$ cat src/hdl/crem_pkg.sv
// ----------------------------------------------------------------------------
// crem_pkg
// Shared constants, state types and the power-of-ten table for the chunked
// decimal remainder block.
// ----------------------------------------------------------------------------
package crem_pkg;

	localparam int CHUNK_DIGITS_DEF = 16;
	localparam int DIVISOR_BITS_DEF = 10;
	localparam int CHUNK_W          = 54;
	localparam int CFG_W            = 10;
	localparam int REM_W            = 10;
	localparam int IN_TDATA_W       = 56;
	localparam int OUT_TDATA_W      = 16;
	localparam int POW_W            = 64;
	localparam int POW_IDX_W        = 5;

	typedef enum logic {
		ST_IDLE,
		ST_RUN
	} state_t;

	typedef enum logic [1:0] {
		SC_IDLE,
		SC_RED,
		SC_MUL
	} sc_state_t;

	function automatic logic [POW_W-1:0] pow10_f(input logic [POW_IDX_W-1:0] k);
		logic [POW_W-1:0] p;
		case (k)
			5'd0:    p = 64'd1;
			5'd1:    p = 64'd10;
			5'd2:    p = 64'd100;
			5'd3:    p = 64'd1000;
			5'd4:    p = 64'd10000;
			5'd5:    p = 64'd100000;
			5'd6:    p = 64'd1000000;
			5'd7:    p = 64'd10000000;
			5'd8:    p = 64'd100000000;
			5'd9:    p = 64'd1000000000;
			5'd10:   p = 64'd10000000000;
			5'd11:   p = 64'd100000000000;
			5'd12:   p = 64'd1000000000000;
			5'd13:   p = 64'd10000000000000;
			5'd14:   p = 64'd100000000000000;
			5'd15:   p = 64'd1000000000000000;
			5'd16:   p = 64'd10000000000000000;
			5'd17:   p = 64'd100000000000000000;
			5'd18:   p = 64'd1000000000000000000;
			5'd19:   p = 64'd10000000000000000000;
			default: p = 64'hFFFF_FFFF_FFFF_FFFF;
		endcase
		return p;
	endfunction

endpackage

$ cat src/hdl/chunked_decimal_remainder_top.sv
// ----------------------------------------------------------------------------
// chunked_decimal_remainder_top
// Running remainder of a long decimal number, fed as chunks, modulo a
// configured divisor.
// ----------------------------------------------------------------------------
// One beat at a time: a new chunk is accepted only after the current one has
// finished and its result has gone into the output register. The pace is set
// by the slower of two units that run alongside: the scale unit, which reduces
// the stored remainder one bit per cycle and then spends four compare-subtract
// steps per decimal digit on the multiply by ten, and the bit-serial reduction
// of the chunk itself. A finished result waits in the output register while the
// next chunk is already accepted.
module chunked_decimal_remainder_top #(
	parameter int CHUNK_DIGITS = crem_pkg::CHUNK_DIGITS_DEF,
	parameter int DIVISOR_BITS = crem_pkg::DIVISOR_BITS_DEF
) (
	input  logic                             clk,
	input  logic                             arst_n,
	input  logic                             cfg_we,
	input  logic [crem_pkg::CFG_W-1:0]       cfg_wdata,   // divisor
	input  logic                             s_tvalid,
	output logic                             s_tready,
	input  logic [crem_pkg::IN_TDATA_W-1:0]  s_tdata,     // [53:0] chunk_value
	input  logic                             s_tlast,
	output logic                             m_tvalid,
	input  logic                             m_tready,
	output logic [crem_pkg::OUT_TDATA_W-1:0] m_tdata,     // [9:0] running_remainder,
	                                                      // [10] is_divisible
	output logic                             m_tlast
);
	import crem_pkg::*;

	localparam logic [POW_W-1:0] CHUNK_LIM = pow10_f(POW_IDX_W'(CHUNK_DIGITS)) - 64'd1;
	localparam int PAD_W = OUT_TDATA_W - REM_W - 1;

	state_t st_q, st_d;

	logic [DIVISOR_BITS-1:0] div_q, div_eff, pr_q, out_rem_q, ser_rem, sc_rem, r;
	logic [DIVISOR_BITS:0]   sum;
	logic [CHUNK_W-1:0]      chunk_in, chunk_sat;
	logic                    accept, finish, ser_done, sc_done, out_free;
	logic                    last_q, out_last_q, out_div_q, m_tvalid_q;

	assign chunk_in  = s_tdata[CHUNK_W-1:0];
	assign chunk_sat = (POW_W'(chunk_in) > CHUNK_LIM) ? CHUNK_W'(CHUNK_LIM) : chunk_in;
	assign div_eff   = (div_q == '0) ? DIVISOR_BITS'(1) : div_q;
	assign s_tready  = (st_q == ST_IDLE);
	assign accept    = s_tvalid && s_tready;
	assign out_free  = !m_tvalid_q || m_tready;
	assign finish    = (st_q == ST_RUN) && ser_done && sc_done && out_free;

	crem_modser #(
		.DIVISOR_BITS(DIVISOR_BITS)
	) u_modser (
		.clk   (clk),
		.arst_n(arst_n),
		.start (accept),
		.value (chunk_sat),
		.m     (div_eff),
		.done  (ser_done),
		.rem   (ser_rem)
	);

	crem_scale #(
		.CHUNK_DIGITS(CHUNK_DIGITS),
		.DIVISOR_BITS(DIVISOR_BITS)
	) u_scale (
		.clk   (clk),
		.arst_n(arst_n),
		.start (accept),
		.pr    (pr_q),
		.chunk (chunk_sat),
		.m     (div_eff),
		.done  (sc_done),
		.rem   (sc_rem)
	);

	assign sum = {1'b0, sc_rem} + {1'b0, ser_rem};
	assign r   = (sum >= {1'b0, div_eff}) ? DIVISOR_BITS'(sum - {1'b0, div_eff}) :
		DIVISOR_BITS'(sum);

	always_comb begin
		st_d = st_q;
		case (st_q)
			ST_IDLE: begin
				if (accept) begin
					st_d = ST_RUN;
				end
			end
			ST_RUN: begin
				if (finish) begin
					st_d = ST_IDLE;
				end
			end
			default: begin
				st_d = ST_IDLE;
			end
		endcase
	end

	always_ff @(posedge clk or negedge arst_n) begin
		if (!arst_n) begin
			st_q       <= ST_IDLE;
			div_q      <= DIVISOR_BITS'(2);
			pr_q       <= '0;
			m_tvalid_q <= 1'b0;
		end else begin
			st_q <= st_d;
			if (cfg_we) begin
				div_q <= DIVISOR_BITS'(cfg_wdata);
			end
			if (finish) begin
				pr_q       <= last_q ? '0 : r;
				m_tvalid_q <= 1'b1;
			end else if (m_tready) begin
				m_tvalid_q <= 1'b0;
			end
		end
	end

	always_ff @(posedge clk) begin
		if (accept) begin
			last_q <= s_tlast;
		end
		if (finish) begin
			out_rem_q  <= r;
			out_div_q  <= (r == '0);
			out_last_q <= last_q;
		end
	end

	assign m_tvalid = m_tvalid_q;
	assign m_tdata  = {{PAD_W{1'b0}}, out_div_q, REM_W'(out_rem_q)};
	assign m_tlast  = out_last_q;

	busy_after_accept: assert property (@(posedge clk) disable iff (!arst_n)
		accept |=> !s_tready)
		else $error("input taken again before the chunk was finished");

	rem_in_range: assert property (@(posedge clk) disable iff (!arst_n)
		m_tvalid_q |-> (out_rem_q < div_eff))
		else $error("remainder not below divisor");

	flag_matches: assert property (@(posedge clk) disable iff (!arst_n)
		m_tvalid_q |-> (out_div_q == (out_rem_q == '0)))
		else $error("divisible flag disagrees with remainder");

	result_from_run: assert property (@(posedge clk) disable iff (!arst_n)
		$rose(m_tvalid_q) |-> $past(st_q == ST_RUN))
		else $error("result raised outside a running chunk");

endmodule

$ cat src/hdl/crem_modser.sv
// ----------------------------------------------------------------------------
// crem_modser
// Bit-serial reduction of a chunk modulo the divisor, one bit per cycle,
// most significant bit first.
// ----------------------------------------------------------------------------
module crem_modser #(
	parameter int DIVISOR_BITS = crem_pkg::DIVISOR_BITS_DEF
) (
	input  logic                         clk,
	input  logic                         arst_n,
	input  logic                         start,
	input  logic [crem_pkg::CHUNK_W-1:0] value,
	input  logic [DIVISOR_BITS-1:0]      m,
	output logic                         done,
	output logic [DIVISOR_BITS-1:0]      rem
);
	import crem_pkg::*;

	localparam int CNT_W = $clog2(CHUNK_W + 1);

	logic [CHUNK_W-1:0]      sh_q;
	logic [DIVISOR_BITS-1:0] acc_q;
	logic [DIVISOR_BITS-1:0] acc_d;
	logic [DIVISOR_BITS:0]   t;
	logic [CNT_W-1:0]        cnt_q;

	assign t     = {acc_q, sh_q[CHUNK_W-1]};
	assign acc_d = (t >= {1'b0, m}) ? DIVISOR_BITS'(t - {1'b0, m}) : DIVISOR_BITS'(t);

	always_ff @(posedge clk or negedge arst_n) begin
		if (!arst_n) begin
			cnt_q <= '0;
		end else if (start) begin
			cnt_q <= CNT_W'(CHUNK_W);
		end else if (cnt_q != '0) begin
			cnt_q <= cnt_q - CNT_W'(1);
		end
	end

	always_ff @(posedge clk) begin
		if (start) begin
			sh_q  <= value;
			acc_q <= '0;
		end else if (cnt_q != '0) begin
			sh_q  <= sh_q << 1;
			acc_q <= acc_d;
		end
	end

	assign done = (cnt_q == '0);
	assign rem  = acc_q;

endmodule

$ cat src/hdl/crem_scale.sv
// ----------------------------------------------------------------------------
// crem_scale
// Reduces the stored remainder bit-serially, then multiplies it by ten once
// per decimal digit of the chunk with a shared double/add step.
// ----------------------------------------------------------------------------
module crem_scale #(
	parameter int CHUNK_DIGITS = crem_pkg::CHUNK_DIGITS_DEF,
	parameter int DIVISOR_BITS = crem_pkg::DIVISOR_BITS_DEF
) (
	input  logic                         clk,
	input  logic                         arst_n,
	input  logic                         start,
	input  logic [DIVISOR_BITS-1:0]      pr,
	input  logic [crem_pkg::CHUNK_W-1:0] chunk,
	input  logic [DIVISOR_BITS-1:0]      m,
	output logic                         done,
	output logic [DIVISOR_BITS-1:0]      rem
);
	import crem_pkg::*;

	localparam int BCNT_W = $clog2(DIVISOR_BITS + 1);
	localparam int K_W    = $clog2(CHUNK_DIGITS + 1);
	localparam logic [1:0] SUB_FIRST = 2'd0;
	localparam logic [1:0] SUB_ADD   = 2'd2;
	localparam logic [1:0] SUB_LAST  = 2'd3;

	sc_state_t st_q, st_d;

	logic [DIVISOR_BITS-1:0] a_q, a_d, x_q, x_d, sh_q, sh_d, a_red;
	logic [DIVISOR_BITS:0]   t;
	logic [BCNT_W-1:0]       bcnt_q, bcnt_d;
	logic [1:0]              sub_q, sub_d;
	logic [K_W-1:0]          k_q, k_d;
	logic [CHUNK_W-1:0]      chunk_q, chunk_d;
	logic                    more_digits;

	assign t = (st_q == SC_RED) ? {a_q, sh_q[DIVISOR_BITS-1]} :
		(sub_q == SUB_ADD) ? ({1'b0, a_q} + {1'b0, x_q}) : {a_q, 1'b0};
	assign a_red = (t >= {1'b0, m}) ? DIVISOR_BITS'(t - {1'b0, m}) : DIVISOR_BITS'(t);
	assign more_digits = (POW_W'(chunk_q) >= pow10_f(POW_IDX_W'(k_q)));

	always_comb begin
		st_d    = st_q;
		a_d     = a_q;
		x_d     = x_q;
		sh_d    = sh_q;
		bcnt_d  = bcnt_q;
		sub_d   = sub_q;
		k_d     = k_q;
		chunk_d = chunk_q;
		case (st_q)
			SC_IDLE: begin
				if (start) begin
					st_d    = SC_RED;
					a_d     = '0;
					sh_d    = pr;
					bcnt_d  = BCNT_W'(DIVISOR_BITS);
					chunk_d = chunk;
				end
			end
			SC_RED: begin
				a_d    = a_red;
				sh_d   = sh_q << 1;
				bcnt_d = bcnt_q - BCNT_W'(1);
				if (bcnt_q == BCNT_W'(1)) begin
					st_d  = SC_MUL;
					sub_d = SUB_FIRST;
					k_d   = K_W'(1);
				end
			end
			SC_MUL: begin
				a_d   = a_red;
				sub_d = sub_q + 2'd1;
				if (sub_q == SUB_FIRST) begin
					x_d = a_q;
				end
				if (sub_q == SUB_LAST) begin
					if (more_digits) begin
						k_d = k_q + K_W'(1);
					end else begin
						st_d = SC_IDLE;
					end
				end
			end
			default: begin
				st_d = SC_IDLE;
			end
		endcase
	end

	always_ff @(posedge clk or negedge arst_n) begin
		if (!arst_n) begin
			st_q   <= SC_IDLE;
			bcnt_q <= '0;
			sub_q  <= SUB_FIRST;
			k_q    <= '0;
		end else begin
			st_q   <= st_d;
			bcnt_q <= bcnt_d;
			sub_q  <= sub_d;
			k_q    <= k_d;
		end
	end

	always_ff @(posedge clk) begin
		a_q     <= a_d;
		x_q     <= x_d;
		sh_q    <= sh_d;
		chunk_q <= chunk_d;
	end

	assign done = (st_q == SC_IDLE);
	assign rem  = a_q;

	a_reduced: assert property (@(posedge clk) disable iff (!arst_n)
		(st_q != SC_IDLE) |-> (a_q < m))
		else $error("scale accumulator not reduced below divisor");

	x_reduced: assert property (@(posedge clk) disable iff (!arst_n)
		(st_q == SC_MUL && sub_q != SUB_FIRST) |-> (x_q < m))
		else $error("scale addend not reduced below divisor");

	start_idle: assert property (@(posedge clk) disable iff (!arst_n)
		(st_q == SC_IDLE && start) |=> (st_q == SC_RED && a_q == '0))
		else $error("scale did not enter the reduction phase on start");

endmodule
$ cat config.mk
export PLATFORM = sky130hd
export DESIGN_NAME = chunked_decimal_remainder_top
export DESIGN_NICKNAME = d
export VERILOG_FILES = /design/src/hdl/crem_pkg.sv /design/src/hdl/chunked_decimal_remainder_top.sv /design/src/hdl/crem_modser.sv /design/src/hdl/crem_scale.sv
export SDC_FILE = /design/constraint.sdc
export NUM_CORES = 1
export LEC_CHECK = 0
export BUFFER_PORTS_ARGS = -buffer_cell sky130_fd_sc_hd__clkbuf_2
export CAP_MARGIN = 20
export CORE_MARGIN = 8
export CORE_UTILIZATION = 30
export CTS_BUF_LIST = sky130_fd_sc_hd__clkbuf_4 sky130_fd_sc_hd__clkbuf_8
export CTS_CLUSTER_DIAMETER = 50
export DETAILED_ROUTE_END_ITERATION = 12
export GPL_TIMING_DRIVEN = 0
export PLACE_DENSITY = 0.47
export SYNTH_ARGS = -nofsm -noshare
export SYNTH_HDL_FRONTEND = slang
export SYNTH_HIERARCHICAL = 1
export SYNTH_SLANG_ARGS = --single-unit
$ cat constraint.sdc
create_clock -name clk -period 12.1 [get_ports clk]
set_input_delay 2.42 -clock clk [delete_from_list [all_inputs] [get_ports clk]]
set_output_delay 2.42 -clock clk [all_outputs]
set_load 0.02 [all_outputs]
==> results.json <==
{
  "synth_cell_types": 91,
  "regToRegSetupSlack_ns": 7.31,
  "hold_ws_ns": 0.460,
  "ios": 91,
  "drt-met1-wl_mm": 18.0,
  "hold_path.class": "flip-flop to flip-flop",
  "ys_seq_area_share_pct": 42.7,
  "dr_wl_met3_mm": 1.44,
  "wl_met2_mm": 15.7,
  "wl_per_cell_um": 17.5,
  "worst-path-max-fanout": 10,
  "cts_tree": "yes",
  "clk_pin_slew_ns": 0.06,
  "slowest_delay_ns": 0.80,
  "antenna_cells": 0,
  "status": "completed",
  "antenna_left": 0,
  "clock_power_share_pct": 21.5,
  "cp_data_arrival_time_ns": 5.25,
  "swShare_pct": 38.0,
  "design.core.area_um2": 44300,
  "mostFrequentLayoutCells": "edfxtp_1 (151), ha_1 (127), nand2_1 (89)",
  "synth_edf_count": 151,
  "ctsHoldBuffers": 0,
  "async_flop_share_pct": 20.3,
  "power_mw": 3.36,
  "crit_required_ns": 12.42,
  "antenna_found_initial": 0,
  "io_buffers": 82,
  "cts.sinks": 202,
  "grt_max_degree": 56,
  "overflow": 0,
  "synth_area_um2": 13500,
  "fin_setup_tns_ns": 0,
  "syn_area_per_cell_um2": 10.4,
  "cts_resized": 0,
  "r2r-start": "u_scale/k_q[2]",
  "synth_top_area_share_pct": 33.6,
  "cp-start-kind": "input port",
  "dpl.hpwl_mm": 27.9,
  "drive_above_1_share_pct": 18.6,
  "hold_depth": 0,
  "fp.dieH_um": 228,
  "viasPerCell": 4.99,
  "via_count": 10200,
  "p_per_area_nw_per_um2": 216,
  "power_leakage_nw": 6.18,
  "clock_path_buffers": 3,
  "maxCapViolCount": 0,
  "die_w_um": 228,
  "finClkSkew_ns": 0.0325,
  "rr_endpoint": "u_scale/k_q[3]",
  "finalSetupViolCount": 0,
  "grtUsageTotal_pct": 13.5,
  "rows": 77,
  "design.die.area_um2": 52000,
  "end_kind": "flip-flop",
  "period_needed_ns": 4.93,
  "drt_first_iter_violations": 658,
  "critPathKind": "input port to flip-flop",
  "cp_cell_sequence": "clkbuf_2, nand4_1, nor4_2, o31ai_1, a21oi_1, o21ai_2, a21boi_4, buf_6, and2b_2, mux2_2",
  "clock_latency_ns": 0.58,
  "hold_viol_final": 0,
  "yosys_most_used_dff": "edfxtp_1",
  "post-route-period-util_pct": 40.8,
  "seq_power_share_pct": 32.9,
  "gp_congestion": 0.891,
  "cts_made_buffers": 39,
  "drt_first_pass_iters": 5,
  "max_slew_margin_pct": 41.7,
  "wirelength_mm": 35.8,
  "synth.largest_area_cell": "edfxtp_1",
  "cts-htree-levels": 2,
  "initial_core_util_pct": 30.4,
  "layout.nets": 1629,
  "grt_pass1_wl_mm": 57.1,
  "synth-seq-cells": 202,
  "post_cts_buffers": 0,
  "hold_path_end": "m_tlast",
  "areaGrowthSynthToFinish_pct": 15.2,
  "maxUsedRoutingLayer": "met4",
  "rsz0062_at_grt": "false",
  "p_sw_mw": 1.28,
  "finalMaxSlewViolations": 0,
  "final_common_cell": "edfxtp_1",
  "ys_top_cells_by_area": "edfxtp_1 (34%), ha_1 (12%), dfrtp_1 (7.4%)",
  "max_freq_mhz": 203,
  "root_buffer": "clkbuf_8",
  "min_from": "last_q",
  "internal_power_mw": 2.08,
  "reg2regPathDepth": 16,
  "ys.warnings.count": 6,
  "drc_errors": 0,
  "grt_pass1_vias": 10300,
  "crit_slowest_cell": "nor4_2",
  "worstMarginPinSlew_ns": 0.867,
  "comb_power_share_pct": 45.5,
  "crit_path_start": "s_tdata[5]",
  "max-vdd-ir-drop_uv": 131,
  "postSynthCellCount": 1296
}
==> flip-flops by register name (all words and copies together) (netlist names), 2 cells and up <==
register	cells
u_scale/sh_q	10
u_scale/bcnt_q	4
u_scale/x_q	10
u_scale/st_q	2
u_scale/k_q	5
out_rem_q	10
pr_q	10
div_q	10
u_modser/cnt_q	6
u_scale/sub_q	2
u_modser/sh_q	54
u_scale/rem	10
u_scale/chunk_q	54
u_modser/rem	10
==> worst max-delay path by stage <==
stage | to | slack, ns | cells after the start
floorplan | u_modser/rem[9] | 7.31 | 4
global placement | u_modser/rem[9] | 5.54 | 5
detailed placement | u_modser/sh_q[46] | 6.47 | 10
CTS | u_modser/sh_q[31] | 7.09 | 10
global route | u_scale/k_q[3] | 6.85 | 16
finish | u_modser/sh_q[34] | 7.17 | 10
==> area by class of cell <==
cell class	instances	area [µm²]
Buffer	64	323
Clock buffer	51	646
Clock inverter	21	189
Fill cell	4538	28800
Inverter	85	324
Multi-Input combinational cell	949	7110
Sequential cell	202	5760
Tap cell	592	741
Timing Repair Buffer	84	450
==> Yosys cell counts, types with 7 or more instances <==
cell type	number
and2b_2	13
or3_1	7
a21o_1	28
mux2i_1	20
nor2_1	61
o21a_1	19
a21oi_1	80
o211ai_1	7
xor2_1	11
o31ai_1	10
nand2_1	89
mux2_2	68
dfxtp_1	10
nor3_1	26
a221oi_1	7
ha_1	127
nand3_1	34
nor2b_1	15
buf_4	7
or2_1	34
clkbuf_1	43
nand2b_1	16
nand4_1	18
and2_1	10
o21ai_0	82
a211oi_1	19
a22o_1	10
xnor2_1	19
edfxtp_1	151
dfrtp_1	40
inv_1	84
==> logic make-up after synthesis <==
logic type                 after synthesis  share of synthesized area, %
and+or+nand+nor                        371                          14.9
AOI/OAI and AO/OA                      323                          15.9
DFF                                    202                          42.7
buffers and inverters                  149                          4.80
adders and majority gates              132                          12.5
muxes                                   88                          7.16
xor gates and xnor gates                30                          1.95
other                                    1                        0.0278
==> stage by stage <==
step	util (%)	cell area, µm²	instances	worst slack (ns)
after floorplan	-	13500	1300	7.31
after global placement	33.1	14700	1974	5.54
after detailed placement	33.2	14700	1976	6.47
after CTS	35.1	15500	2048	7.09
after global routing	35.1	15500	2048	6.85
final	35.1	15500	2048	7.17
==> power groups by stage <==
| stage | logic, mW | registers, mW | clock network (mW) |
|---|---|---|---|
| CTS | 1.54 | 1.11 | 0.752 |
| global route | 1.72 | 1.13 | 0.779 |
| detailed placement | 1.53 | 1.12 | 0 |
| global placement | 1.52 | 1.12 | 0 |
| floorplan | 1.16 | 1.09 | 0 |
| finish | 1.53 | 1.11 | 0.724 |
==> worst max-delay path: cells and delay by family <==
family                 cells  cell delay (ns)
muxes                      1             0.27
buffers and inverters      2             0.34
and+or+nand+nor            3             1.21
AOI/OAI and AO/OA          4             1.00
==> per-layer routing <==
| metal | global-route usage (%) | vias to the layer above |
|---|---|---|
| li1 | - | 5063 |
| met4 | 3.59 | 0 |
| met5 | 0 | - |
| met1 | 19.0 | 4906 |
| met2 | 20.8 | 204 |
| met3 | 2.52 | 53 |
(Power assumes the default switching activity.)
